==> src/rtl/clcd_pkg.sv <==
// Shared types and constants for the character LCD framer.
// No dependencies; imported by the framer top level.
package clcd_pkg;

    // Largest number of display rows the framer supports
    localparam int unsigned MAX_ROWS = 4;

    // Host operation codes
    localparam logic [1:0] FUNC_CHAR   = 2'd0;
    localparam logic [1:0] FUNC_CMD    = 2'd1;
    localparam logic [1:0] FUNC_SETCUR = 2'd2;

    // Configuration register indexes
    localparam logic [2:0] CFG_COLUMNS  = 3'd0;
    localparam logic [2:0] CFG_ROWS     = 3'd1;
    localparam logic [2:0] CFG_WRAP     = 3'd2;
    localparam logic [2:0] CFG_ROW_OFF0 = 3'd3;
    localparam logic [2:0] CFG_ROW_OFF1 = 3'd4;
    localparam logic [2:0] CFG_ROW_OFF2 = 3'd5;
    localparam logic [2:0] CFG_ROW_OFF3 = 3'd6;

    // Display command bytes
    localparam logic [7:0] CMD_SET_ADDR = 8'h80;
    localparam logic [7:0] CMD_CLEAR    = 8'h01;
    localparam logic [7:0] CMD_HOME     = 8'h02;

    typedef enum logic [1:0] {
        ST_IDLE,
        ST_DIV,
        ST_FIN,
        ST_EMIT
    } t_state;

endpackage

==> src/rtl/char_lcd_cursor_wrap_framer.sv <==
// Character LCD framer: host operations in, register-select/value frames out.
// Depends on clcd_pkg (operation codes, register indexes, state type).
//
//  channel  | valid       | stall        | payload
//  ---------+-------------+--------------+-----------------------------------------
//  input    | i_in_valid  | o_in_stall   | i_func, i_payload, i_column, i_row
//  output   | o_out_valid | i_out_stall  | o_register_select, o_value, o_long_exec,
//           |             |              | o_last
//  config   | i_cfg_we    | (none)       | i_cfg_index, i_cfg_data
//
// Character, raw command and set cursor with wrap off are framed in the cycle the
// transaction is taken. A character that runs past the last column is followed by
// its set-address frame from ST_EMIT. Set cursor with wrap on runs a restoring
// divider over the eight column bits, one bit per cycle, then forms the address
// in ST_FIN; input stalls until its frame is out. The row offset adder is the
// one shared unit. Reset is synchronous, active low; no clearing pass is needed.
// A stall on the output holds the frame register and, through it, stalls the input side.
module char_lcd_cursor_wrap_framer
    import clcd_pkg::*;
(
    input  logic       i_clk,
    input  logic       i_rst_n,
    // input channel
    input  logic       i_in_valid,
    output logic       o_in_stall,
    input  logic [1:0] i_func,
    input  logic [7:0] i_payload,
    input  logic [7:0] i_column,
    input  logic [7:0] i_row,
    // output channel
    output logic       o_out_valid,
    input  logic       i_out_stall,
    output logic       o_register_select,
    output logic [7:0] o_value,
    output logic       o_long_exec,
    output logic       o_last,
    // configuration
    input  logic       i_cfg_we,
    input  logic [2:0] i_cfg_index,
    input  logic [6:0] i_cfg_data
);

    // ---------------------------------------------------------------- registers
    t_state     r_state,   n_state;
    logic [6:0] r_columns;
    logic [2:0] r_rows;
    logic       r_wrap;
    logic [6:0] r_row_off [4];

    logic [7:0] r_cur_col, n_cur_col;
    logic [1:0] r_cur_row, n_cur_row;

    // divider state
    logic [7:0] r_rem,  n_rem;   // partial remainder, always below columns
    logic [7:0] r_num,  n_num;   // dividend bits still to shift in
    logic [1:0] r_qmod, n_qmod;  // quotient so far, mod effective rows
    logic [2:0] r_cnt,  n_cnt;
    logic [1:0] r_row,  n_row;   // clamped requested row

    // frame waiting behind the output register (always a set-address command)
    logic [7:0] r_pend, n_pend;

    // output frame register
    logic       r_out_valid, n_out_valid;
    logic       r_out_rs,    n_out_rs;
    logic [7:0] r_out_val,   n_out_val;
    logic       r_out_lx,    n_out_lx;
    logic       r_out_last,  n_out_last;

    // -------------------------------------------------------- derived config
    logic [6:0] eff_cols;
    logic [2:0] eff_rows;

    always_comb begin
        eff_cols = (r_columns == 7'd0) ? 7'd1 : r_columns;
        if (r_rows == 3'd0) begin
            eff_rows = 3'd1;
        end else if (r_rows > 3'(MAX_ROWS)) begin
            eff_rows = 3'(MAX_ROWS);
        end else begin
            eff_rows = r_rows;
        end
    end

    // ------------------------------------------------------------ datapath
    logic       out_free;
    logic       in_accept;
    logic [1:0] row_cl;
    logic [7:0] inc_col;
    logic [1:0] inc_row;
    logic       col_over;
    logic [7:0] trial;
    logic       trial_ge;
    logic [2:0] qm_t;
    logic [2:0] row_sum;
    logic [1:0] fin_row;
    logic [1:0] off_idx;
    logic [6:0] off_rd;
    logic [6:0] addr_col;
    logic [6:0] addr_sum;

    assign out_free   = !r_out_valid || !i_out_stall;
    assign o_in_stall = (r_state != ST_IDLE) || !out_free;
    assign in_accept  = i_in_valid && !o_in_stall;

    always_comb begin
        // requested row clamped to the rows in use
        row_cl  = (i_row >= {5'd0, eff_rows}) ? 2'(eff_rows - 3'd1) : i_row[1:0];

        // cursor advance for a character write
        inc_col  = r_cur_col + 8'd1;
        col_over = (inc_col >= {1'b0, eff_cols});
        inc_row  = r_cur_row + 2'd1;
        if ({1'b0, inc_row} >= eff_rows) begin
            inc_row = 2'd0;
        end

        // restoring divider step, one column bit per cycle
        trial    = {r_rem[6:0], r_num[7]};
        trial_ge = (trial >= {1'b0, eff_cols});

        // running quotient mod rows: doubling plus one bit stays below 2 * rows
        qm_t = {r_qmod, trial_ge};
        if (qm_t >= eff_rows) begin
            qm_t = qm_t - eff_rows;
        end

        // final row: clamped row plus folded rows, again below 2 * rows
        row_sum = {1'b0, r_row} + {1'b0, r_qmod};
        if (row_sum >= eff_rows) begin
            row_sum = row_sum - eff_rows;
        end
        fin_row = row_sum[1:0];

        // single read port on the row offset registers
        if (r_state == ST_FIN) begin
            off_idx  = fin_row;
            addr_col = r_rem[6:0];
        end else if (i_func == FUNC_CHAR) begin
            off_idx  = inc_row;
            addr_col = 7'd0;
        end else begin
            off_idx  = row_cl;
            addr_col = i_column[6:0];
        end
        off_rd   = r_row_off[off_idx];
        addr_sum = addr_col + off_rd;
    end

    // ---------------------------------------------- sequencer, next state
    always_comb begin
        n_state     = r_state;
        n_cur_col   = r_cur_col;
        n_cur_row   = r_cur_row;
        n_rem       = r_rem;
        n_num       = r_num;
        n_qmod      = r_qmod;
        n_cnt       = r_cnt;
        n_row       = r_row;
        n_pend      = r_pend;
        n_out_valid = r_out_valid && i_out_stall;
        n_out_rs    = r_out_rs;
        n_out_val   = r_out_val;
        n_out_lx    = r_out_lx;
        n_out_last  = r_out_last;

        unique case (r_state)
            ST_IDLE: begin
                if (in_accept) begin
                    priority if (i_func == FUNC_CHAR) begin
                        n_out_valid = 1'b1;
                        n_out_rs    = 1'b1;
                        n_out_val   = i_payload;
                        n_out_lx    = 1'b0;
                        n_out_last  = 1'b1;
                        if (r_wrap) begin
                            n_cur_col = inc_col;
                            if (col_over) begin
                                // past the last column: queue set-address to next row
                                n_cur_col  = 8'd0;
                                n_cur_row  = inc_row;
                                n_out_last = 1'b0;
                                n_pend     = CMD_SET_ADDR | {1'b0, addr_sum};
                                n_state    = ST_EMIT;
                            end
                        end
                    end else if (i_func == FUNC_CMD) begin
                        n_out_valid = 1'b1;
                        n_out_rs    = 1'b0;
                        n_out_val   = i_payload;
                        n_out_last  = 1'b1;
                        n_out_lx    = 1'b0;
                        if (i_payload == CMD_CLEAR || i_payload == CMD_HOME) begin
                            n_cur_col = 8'd0;
                            n_cur_row = 2'd0;
                            n_out_lx  = 1'b1;
                        end
                    end else if (i_func == FUNC_SETCUR) begin
                        if (r_wrap) begin
                            n_rem   = 8'd0;
                            n_num   = i_column;
                            n_qmod  = 2'd0;
                            n_cnt   = 3'd0;
                            n_row   = row_cl;
                            n_state = ST_DIV;
                        end else begin
                            n_out_valid = 1'b1;
                            n_out_rs    = 1'b0;
                            n_out_val   = CMD_SET_ADDR | {1'b0, addr_sum};
                            n_out_lx    = 1'b0;
                            n_out_last  = 1'b1;
                        end
                    end else begin
                        // unused operation code: dropped without a frame
                    end
                end
            end
            ST_DIV: begin
                n_rem  = trial_ge ? (trial - {1'b0, eff_cols}) : trial;
                n_num  = {r_num[6:0], 1'b0};
                n_qmod = qm_t[1:0];
                n_cnt  = r_cnt + 3'd1;
                if (r_cnt == 3'd7) begin
                    n_state = ST_FIN;
                end
            end
            ST_FIN: begin
                n_cur_col = r_rem;
                n_cur_row = fin_row;
                n_pend    = CMD_SET_ADDR | {1'b0, addr_sum};
                n_state   = ST_EMIT;
            end
            ST_EMIT: begin
                if (out_free) begin
                    n_out_valid = 1'b1;
                    n_out_rs    = 1'b0;
                    n_out_val   = r_pend;
                    n_out_lx    = 1'b0;
                    n_out_last  = 1'b1;
                    n_state     = ST_IDLE;
                end
            end
            default: n_state = ST_IDLE;
        endcase
    end

    // ------------------------------------------------------ control registers
    always_ff @(posedge i_clk) begin
        if (!i_rst_n) begin
            r_state      <= ST_IDLE;
            r_out_valid  <= 1'b0;
            r_cur_col    <= 8'd0;
            r_cur_row    <= 2'd0;
            r_cnt        <= 3'd0;
            r_columns    <= 7'd20;
            r_rows       <= 3'd4;
            r_wrap       <= 1'b1;
            r_row_off[0] <= 7'd0;
            r_row_off[1] <= 7'd64;
            r_row_off[2] <= 7'd20;
            r_row_off[3] <= 7'd84;
        end else begin
            r_state     <= n_state;
            r_out_valid <= n_out_valid;
            r_cur_col   <= n_cur_col;
            r_cur_row   <= n_cur_row;
            r_cnt       <= n_cnt;
            if (i_cfg_we) begin
                unique case (i_cfg_index)
                    CFG_COLUMNS:  r_columns    <= i_cfg_data;
                    CFG_ROWS:     r_rows       <= i_cfg_data[2:0];
                    CFG_WRAP:     r_wrap       <= i_cfg_data[0];
                    CFG_ROW_OFF0: r_row_off[0] <= i_cfg_data;
                    CFG_ROW_OFF1: r_row_off[1] <= i_cfg_data;
                    CFG_ROW_OFF2: r_row_off[2] <= i_cfg_data;
                    CFG_ROW_OFF3: r_row_off[3] <= i_cfg_data;
                    default: ;
                endcase
            end
        end
    end

    // ------------------------------------------------------ payload registers
    always_ff @(posedge i_clk) begin
        r_rem      <= n_rem;
        r_num      <= n_num;
        r_qmod     <= n_qmod;
        r_row      <= n_row;
        r_pend     <= n_pend;
        r_out_rs   <= n_out_rs;
        r_out_val  <= n_out_val;
        r_out_lx   <= n_out_lx;
        r_out_last <= n_out_last;
    end

    assign o_out_valid       = r_out_valid;
    assign o_register_select = r_out_rs;
    assign o_value           = r_out_val;
    assign o_long_exec       = r_out_lx;
    assign o_last            = r_out_last;

    // -------------------------------------------------------------- assertions
`ifndef SYNTHESIS
    a_busy_stalls: assert property (@(posedge i_clk) disable iff (!i_rst_n)
        (r_state != ST_IDLE) |-> o_in_stall)
        else $error("input taken while sequencer busy");

    a_rem_bound: assert property (@(posedge i_clk) disable iff (!i_rst_n)
        (r_state == ST_DIV) |-> (r_rem < {1'b0, eff_cols}))
        else $error("divider remainder not below columns");

    a_qmod_bound: assert property (@(posedge i_clk) disable iff (!i_rst_n)
        (r_state == ST_DIV) |-> ({1'b0, r_qmod} < eff_rows))
        else $error("folded row count not below rows");

    a_clear_home: assert property (@(posedge i_clk) disable iff (!i_rst_n)
        (in_accept && i_func == FUNC_CMD
            && (i_payload == CMD_CLEAR || i_payload == CMD_HOME))
        |=> (r_cur_col == 8'd0 && r_cur_row == 2'd0 && o_long_exec))
        else $error("clear or home did not zero cursor");
`endif

endmodule
==> config.mk <==
export PLATFORM = sky130hd
export DESIGN_NAME = char_lcd_cursor_wrap_framer
export DESIGN_NICKNAME = d
export VERILOG_FILES = /design/src/rtl/clcd_pkg.sv /design/src/rtl/char_lcd_cursor_wrap_framer.sv
export SDC_FILE = /design/constraint.sdc
export NUM_CORES = 1
export LEC_CHECK = 0
export BUFFER_PORTS_ARGS = -buffer_cell sky130_fd_sc_hd__buf_2
export CORE_ASPECT_RATIO = 0.9
export CORE_MARGIN = 2
export CORE_UTILIZATION = 50
export DETAILED_ROUTE_END_ITERATION = 6
export GPL_TIMING_DRIVEN = 0
export PLACE_DENSITY = 0.76
export SLEW_MARGIN = 30
export SYNTH_ARGS = -nofsm -noshare
export SYNTH_HDL_FRONTEND = slang
export SYNTH_SLANG_ARGS = --single-unit
export TNS_END_PERCENT = 30
==> constraint.sdc <==
create_clock -name i_clk -period 5.81 [get_ports i_clk]
set_input_delay 1.162 -clock i_clk [delete_from_list [all_inputs] [get_ports i_clk]]
set_output_delay 1.162 -clock i_clk [all_outputs]
set_load 0.02 [all_outputs]
; After elaboration in Yosys (flattened, before gate mapping)
; Memories as Yosys holds them, arrays and structs flattened.
; Index checks and enable logic that the tools add are counted.
[word_totals]
output_inout_bits = 13
ram_bits = 28
mem_count = 1
ff_bits = 66
wordCells = 221
[mem_list]
columns = name, words, word_bits, rd, rd_ports_with_merged_regs, wr, line
row1 = r_row_off, 4, 7, 1, 0, 4, char_lcd_cursor_wrap_framer.sv:48  ; logic [6:0] r_row_off [4];
[classes]
bitwise = 6
n_mux = 121
n_addsub = 9
n_reduce_logical = 28
eq_ne = 32
magnitude_cmp = 7
[ops]
columns = cell, count
row1 = two-way mux 8 bit, 27
row2 = one-hot mux 8 bit (2 select lines), 5
row3 = two-way mux 2 bit, 26
row4 = two-way mux 7 bit, 7
row5 = two-way mux 1 bit, 41
row6 = two-way mux 3 bit, 7
row7 = "!= test 2 bit, second input constant", 9
row8 = "!= test 3 bit, second input constant", 6
row9 = AND reduction 6 bit, 3
row10 = >= comparator 8 x 7 -> 1 bit, 2
row11 = AND reduction 5 bit, 3
row12 = "== test 3 bit, second input constant", 4
row13 = "!= test 4 bit, second input constant", 3
row14 = "adder 8 x 1 -> 8 bit, second input constant", 1
row15 = "== test 8 x 1 -> 1 bit, second input constant", 1
row16 = "== test 8 x 2 -> 1 bit, second input constant", 1
row17 = >= comparator 8 x 3 -> 1 bit, 1
row18 = one-hot mux 1 bit (2 select lines), 4
row19 = one-hot mux 2 bit (2 select lines), 2
row20 = one-hot mux 2 bit (4 select lines), 1
row21 = AND reduction 8 bit, 1
row22 = nonzero test 2 bit, 4
row23 = subtractor 8 x 7 -> 8 bit, 1
row24 = adder 7 bit, 1
row25 = 22 further kinds, 42

; Depth between registers and ports, before layout
; An unclocked memory read counts as a cell.
[depth]
word_depth = 15
ltp_mapped = 22
ltp_nobuf = 21

; Least setup slack after synthesis
; No wires, ideal clock.
[synth_path]
kind = input -> register
from = input i_row[0]
to = register r_out_val[6] (netlist: o_value[6]) (data pin)
cell_stages = 21
required_ns = 5.556
arrival_ns = 4.433
setup_slack_ns = 1.123
path_cell_list = inv_1 -> ha_1 -> nor3b_1 -> nor2_1 -> nor2_2 -> mux2i_1 -> a221o_2 -> buf_6 -> mux2_4 -> nor2_1 -> a21oi_1 -> ha_1 -> fa_1 -> a21oi_1 -> nor2_1 -> o21ai_0 -> nand2b_1 -> a21oi_1 -> xnor2_1 -> xnor2_1 -> a21o_1
[synth_via]
elab_chain_len = 12
[synth_rtl]
columns = item, line
row1 = start: declaration, char_lcd_cursor_wrap_framer.sv:29  ; input logic [7:0] i_row,
row2 = >= comparator 8 x 3 -> 1 bit, char_lcd_cursor_wrap_framer.sv:108  ; row_cl = (i_row >= {5'd0, eff_rows}) ? 2'(eff_rows - 3'd1) : i_row[1:0];
row3 = two-way mux 2 bit *, char_lcd_cursor_wrap_framer.sv:108
row4 = via row_cl[0], char_lcd_cursor_wrap_framer.sv:88  ; logic [1:0] row_cl;
row5 = two-way mux 2 bit *, char_lcd_cursor_wrap_framer.sv:139  ; end else if (i_func == FUNC_CHAR) begin
row6 = two-way mux 2 bit *, char_lcd_cursor_wrap_framer.sv:136  ; if (r_state == ST_FIN) begin
row7 = memory read (4 x 7 bit) *, n/a
row8 = adder 7 bit *, char_lcd_cursor_wrap_framer.sv:147  ; addr_sum = addr_col + off_rd;
row9 = via addr_sum[6], char_lcd_cursor_wrap_framer.sv:100  ; logic [6:0] addr_sum;
row10 = two-way mux 8 bit *, char_lcd_cursor_wrap_framer.sv:199  ; if (r_wrap) begin
row11 = two-way mux 8 bit *, char_lcd_cursor_wrap_framer.sv:198  ; end else if (i_func == FUNC_SETCUR) begin
row12 = two-way mux 8 bit *, char_lcd_cursor_wrap_framer.sv:187  ; end else if (i_func == FUNC_CMD) begin
row13 = two-way mux 8 bit *, char_lcd_cursor_wrap_framer.sv:170  ; priority if (i_func == FUNC_CHAR) begin
row14 = two-way mux 8 bit *, char_lcd_cursor_wrap_framer.sv:169  ; if (in_accept) begin
row15 = one-hot mux 8 bit (2 select lines) *, char_lcd_cursor_wrap_framer.sv:167  ; unique case (r_state)
row16 = via n_out_val[6], char_lcd_cursor_wrap_framer.sv:66  ; logic [7:0] r_out_val, n_out_val;
row17 = end signal: assignment, char_lcd_cursor_wrap_framer.sv:291  ; r_out_val <= n_out_val;
row18 = end: declaration, char_lcd_cursor_wrap_framer.sv:66
; Mark *: on every way through the listed nets, which the timed path passes. The rest lies on a longest branch. The select of a mux whose other input is x is not followed.
; A chain may end at the register's enable or synchronous reset.

; Final worst setup path
[layout_path]
from = register r_qmod[0]
to = register r_out_val[6] (netlist: o_value[6]) (data pin)
[layout_via]
elab_chain_len = 12
[layout_rtl]
columns = item, line
row1 = start: declaration, char_lcd_cursor_wrap_framer.sv:56  ; logic [1:0] r_qmod, n_qmod;
row2 = start signal: assignment, char_lcd_cursor_wrap_framer.sv:287  ; r_qmod <= n_qmod;
row3 = adder 2 x 2 -> 3 bit *, char_lcd_cursor_wrap_framer.sv:129  ; row_sum = {1'b0, r_row} + {1'b0, r_qmod};
row4 = >= comparator 3 bit / subtractor 2 bit (equally long branches), "char_lcd_cursor_wrap_framer.sv:130, char_lcd_cursor_wrap_framer.sv:131"
row5 = two-way mux 2 bit *, char_lcd_cursor_wrap_framer.sv:130  ; if (row_sum >= eff_rows) begin
row6 = two-way mux 2 bit *, char_lcd_cursor_wrap_framer.sv:136
row7 = memory read (4 x 7 bit) *, n/a
row8 = adder 7 bit *, char_lcd_cursor_wrap_framer.sv:147
row9 = via addr_sum[6], char_lcd_cursor_wrap_framer.sv:100
row10 = two-way mux 8 bit *, char_lcd_cursor_wrap_framer.sv:199
row11 = two-way mux 8 bit *, char_lcd_cursor_wrap_framer.sv:198
row12 = two-way mux 8 bit *, char_lcd_cursor_wrap_framer.sv:187
row13 = two-way mux 8 bit *, char_lcd_cursor_wrap_framer.sv:170
row14 = two-way mux 8 bit *, char_lcd_cursor_wrap_framer.sv:169
row15 = one-hot mux 8 bit (2 select lines) *, char_lcd_cursor_wrap_framer.sv:167
row16 = via n_out_val[6], char_lcd_cursor_wrap_framer.sv:66
; Marks and branches as above.

==> results.md <==
- Status: finished, final reports clean
- Iter 0 DRT Violations: 500
- Final worst path period need: around 5100 ps
- Post-synth top area cell: edfxtp_1
- IO Pins: 54
- Vias in the first global route: roughly 4,200
- CTS Sinks: 93
- Largest net degree at the start of global routing: 22
- H-tree levels: 3
- Rel. slew slack: 0.4450
- Syn_nets: between 600 and 700
- Gr ovfl total: 0
- Cts repair resizes: 0
- Die area: between 10,000 and 15,000 sq um
- Largest family of logic cells by synthesized area: simple AND/OR/NAND/NOR gates
- Hold slack: 462.2 ps
- Syn Area/Cell: ~10 sq um
- Sw power: around 0.86 mW
- Via Count: 4,258
- Proportion of synthesized area in mux cells: 0.06864
- Max Cap Viol: 0
- Die Wd: 114.6 um
- Global-route wire length before repair: 20,500 um
- CP Launch Type: flop
- Xor/xnor share of the synthesized area: 0.03182
- Synth Area in Simple Gates: 0.1518
- Initial Util: 0.5114
- Antenna fix cells: 0
- Leakage: 2.519 nW
- Final Routed Wirelength: between 10,000 and 15,000 um
- Worst slack at placement: around 460 ps
- Syn Inst Count: 541
- P_int: 1.541 mW
- Fillers: 895
- Sequential share of the synthesized area: 0.4582
- Initial antenna violation count: 0
- DRT Pass-1 Iters: 5
- RSZ-0062 raised after global routing: no
- CTS tree: done
- # port buffers: 49
- Worst skew pair latency: roughly 350 ps
- Clock Pin Slew Worst Setup and Hold Paths: 70 ps
- Maximum vdd drop: ~160 uV
- Post-CTS Setup Bufs: 0
- Switching portion of total power: 0.3586
- Final Max Slew Viols: 0
- CTS root buffer: clkbuf_16
- Combinational share of power: 0.367
- Routability congestion estimate: 0.9053
- Tot GR Track Use: 0.2211
- Critical path endpoint category: flop
- Power Density: a little under 400 nW/um^2
- Setup TNS: 0 ps
- Post-route clock period utilization: 0.8760
- Hold Fails Final Rpt: 0
- Least-Margin Pin Slew: 826.2 ps
- Synthesis Warnings: 0
- Yosys reg bits: slightly above 90
- Final Worst Setup Slack: about 700 ps
- Most used DFF post-synth: edfxtp_1
- Clock Path Buffers: 2
- WP data required: about 5900 ps
- Synth async-reset ratio: 0
- Hold buffer count at cts: 0
- Final setup viols: 0
- Nets: about 690
- Post-Synth Adder-Cell Area: 0.09955
- Hold Path Class: flop to flop
- Total Power: between 2 and 2.5 mW
- Via density: around 5.8
- # DRC: 0
- Routed WL per cell: around 17 um
- Skew final: about 13 ps
- Post-DP HPWL: about 9800 um
- Die height: just over 100 um
- Core ar.: 10,770 sq um
- Most frequent cells in the layout: 66 x edfxtp_1, 53 x buf_2, 51 x nand2_1
- FMAX: approximately 200 MHz
- Post-route ant nets: 0
- Area Overhead vs Synth: 13.14%
- Post-synth EDFFs: 66
- Sequential share of power: 0.395
- Fraction of layout instances using a drive strength above 1: 0.1582
- Synthesized cell area: between 5000 and 6000 sq um
- Synth unique cells: 57
- Yosys top cell area share: 0.3600
- Clock power share: 0.238
- Synth Area in Compound Gates: 0.1502
- Cell Rows: 36
- CP arrival: between 5000 and 6000 ps
- Synth top area cells: edfxtp_1 36%, dfxtp_1 9.8%, ha_1 8.9%, mux2i_1 4.0%, nand2_1 3.5%
- Inserted Clock Buffers: 9
- Crit path max fanout: 10
- Most common cell after layout, fill and taps aside: edfxtp_1
- Crit path kind: flop to flop
## worst paths after layout
check	from	to	slack, ps	cells past startpoint
worst max-delay path	r_qmod[0]$_SDFFCE_PN0P_	o_value[6]$_DFFE_PP_	720	21
worst min-delay path	r_columns[0]$_SDFFE_PN0P_	r_columns[0]$_SDFFE_PN0P_	460	2
worst max register to register	r_qmod[0]$_SDFFCE_PN0P_	o_value[6]$_DFFE_PP_	720	21
worst min register to register	r_columns[0]$_SDFFE_PN0P_	r_columns[0]$_SDFFE_PN0P_	460	2
## Yosys cell counts (2+ instances only)
cell type,instances
a22o_1,6
o311a_1,3
a21oi_1,32
nor2b_1,8
o22ai_1,3
o311ai_0,2
inv_1,32
a31oi_1,2
nand2_1,51
o211ai_1,6
o31ai_1,3
a22oi_1,7
a311oi_1,2
clkbuf_1,15
nor2_1,36
buf_2,4
edfxtp_1,66
mux2i_1,22
dfxtp_1,27
nor3b_1,3
nand2b_1,12
a21o_1,12
xor2_1,7
or3_1,8
fa_1,3
nor4_1,6
o21ai_0,28
mux2_4,3
mux2_2,10
o21a_1,2
nand3_1,12
and2_1,19
nor3_1,9
a21boi_0,5
xnor2_1,13
ha_1,39
nor2_2,3
## power groups by stage
stage               combinational, mW  sequential [mW]  clock (mW)
finish                          0.880            0.949       0.573
floorplan                       0.598            0.992           0
detailed placement              0.871            0.962           0
global placement                0.831            0.959           0
global route                    0.980            0.962       0.600
CTS                             0.879            0.948       0.575
## stage by stage
step,utilization,cells,instance area [sq um]
after floorplan,-,541,5505
after global placement,0.5496,723,5917
after detailed placement,0.5509,724,5931
after CTS,0.5781,740,6223
after global routing,0.5786,740,6228
final,0.5786,740,6228
## worst max-delay path: stages, from the launching register on
cell      delay [ps]
edfxtp_1         450
ha_1             260
fa_1             450
ha_1             320
nand2_1           70
o21a_1           190
mux2i_1          140
a221o_2          490
buf_6            190
mux2_4           300
nor2_1            80
a21oi_1           60
ha_1             240
fa_1             410
a21oi_1          180
nor2_1            80
o21ai_0          180
nand2b_1          80
a21oi_1          200
xnor2_1          160
xnor2_1          120
a21o_1           180
## cell type report
type                            count  area, sq um  share of cell area
Buffer                             22        98.84             0.01587
Clock buffer                        9        225.2             0.03616
Clock inverter                      7        67.56             0.01085
Inverter                           32        120.1             0.01928
Multi-Input combinational cell    394         2775              0.4456
Sequential cell                    93         2522              0.4050
Tap cell                          133        166.4             0.02672
Timing Repair Buffer               50        252.7             0.04058
## state kept, by name, indices dropped and copies added, names as in the netlist, 3 cells and up
signal and cells:
r_row_off 28, o_value 8, r_cur_col 8, r_num 8, r_rem 8, r_columns 7
r_pend 7, r_cnt 3, r_rows 3
## cells by family (layout without fill, tap and decap cells)
family                   Yosys count  count (layout)
buffers and inverters             54             120
flip-flops                        93              93
adder cells (fa/ha/maj)           42              42
AO/OA/AOI/OAI                    126             126
XOR/XNOR                          20              20
multiplexers                      35              35
AND/OR/NAND/NOR                  171             171
## metal layers
layer,wire length [um],track usage,share of wire
met5,0,0,0
met4,288,0.08537,0.023
met3,910,0.03745,0.072
met2,5918,0.3576,0.47
met1,5496,0.2959,0.44
Power figures use the tool's default switching activity.
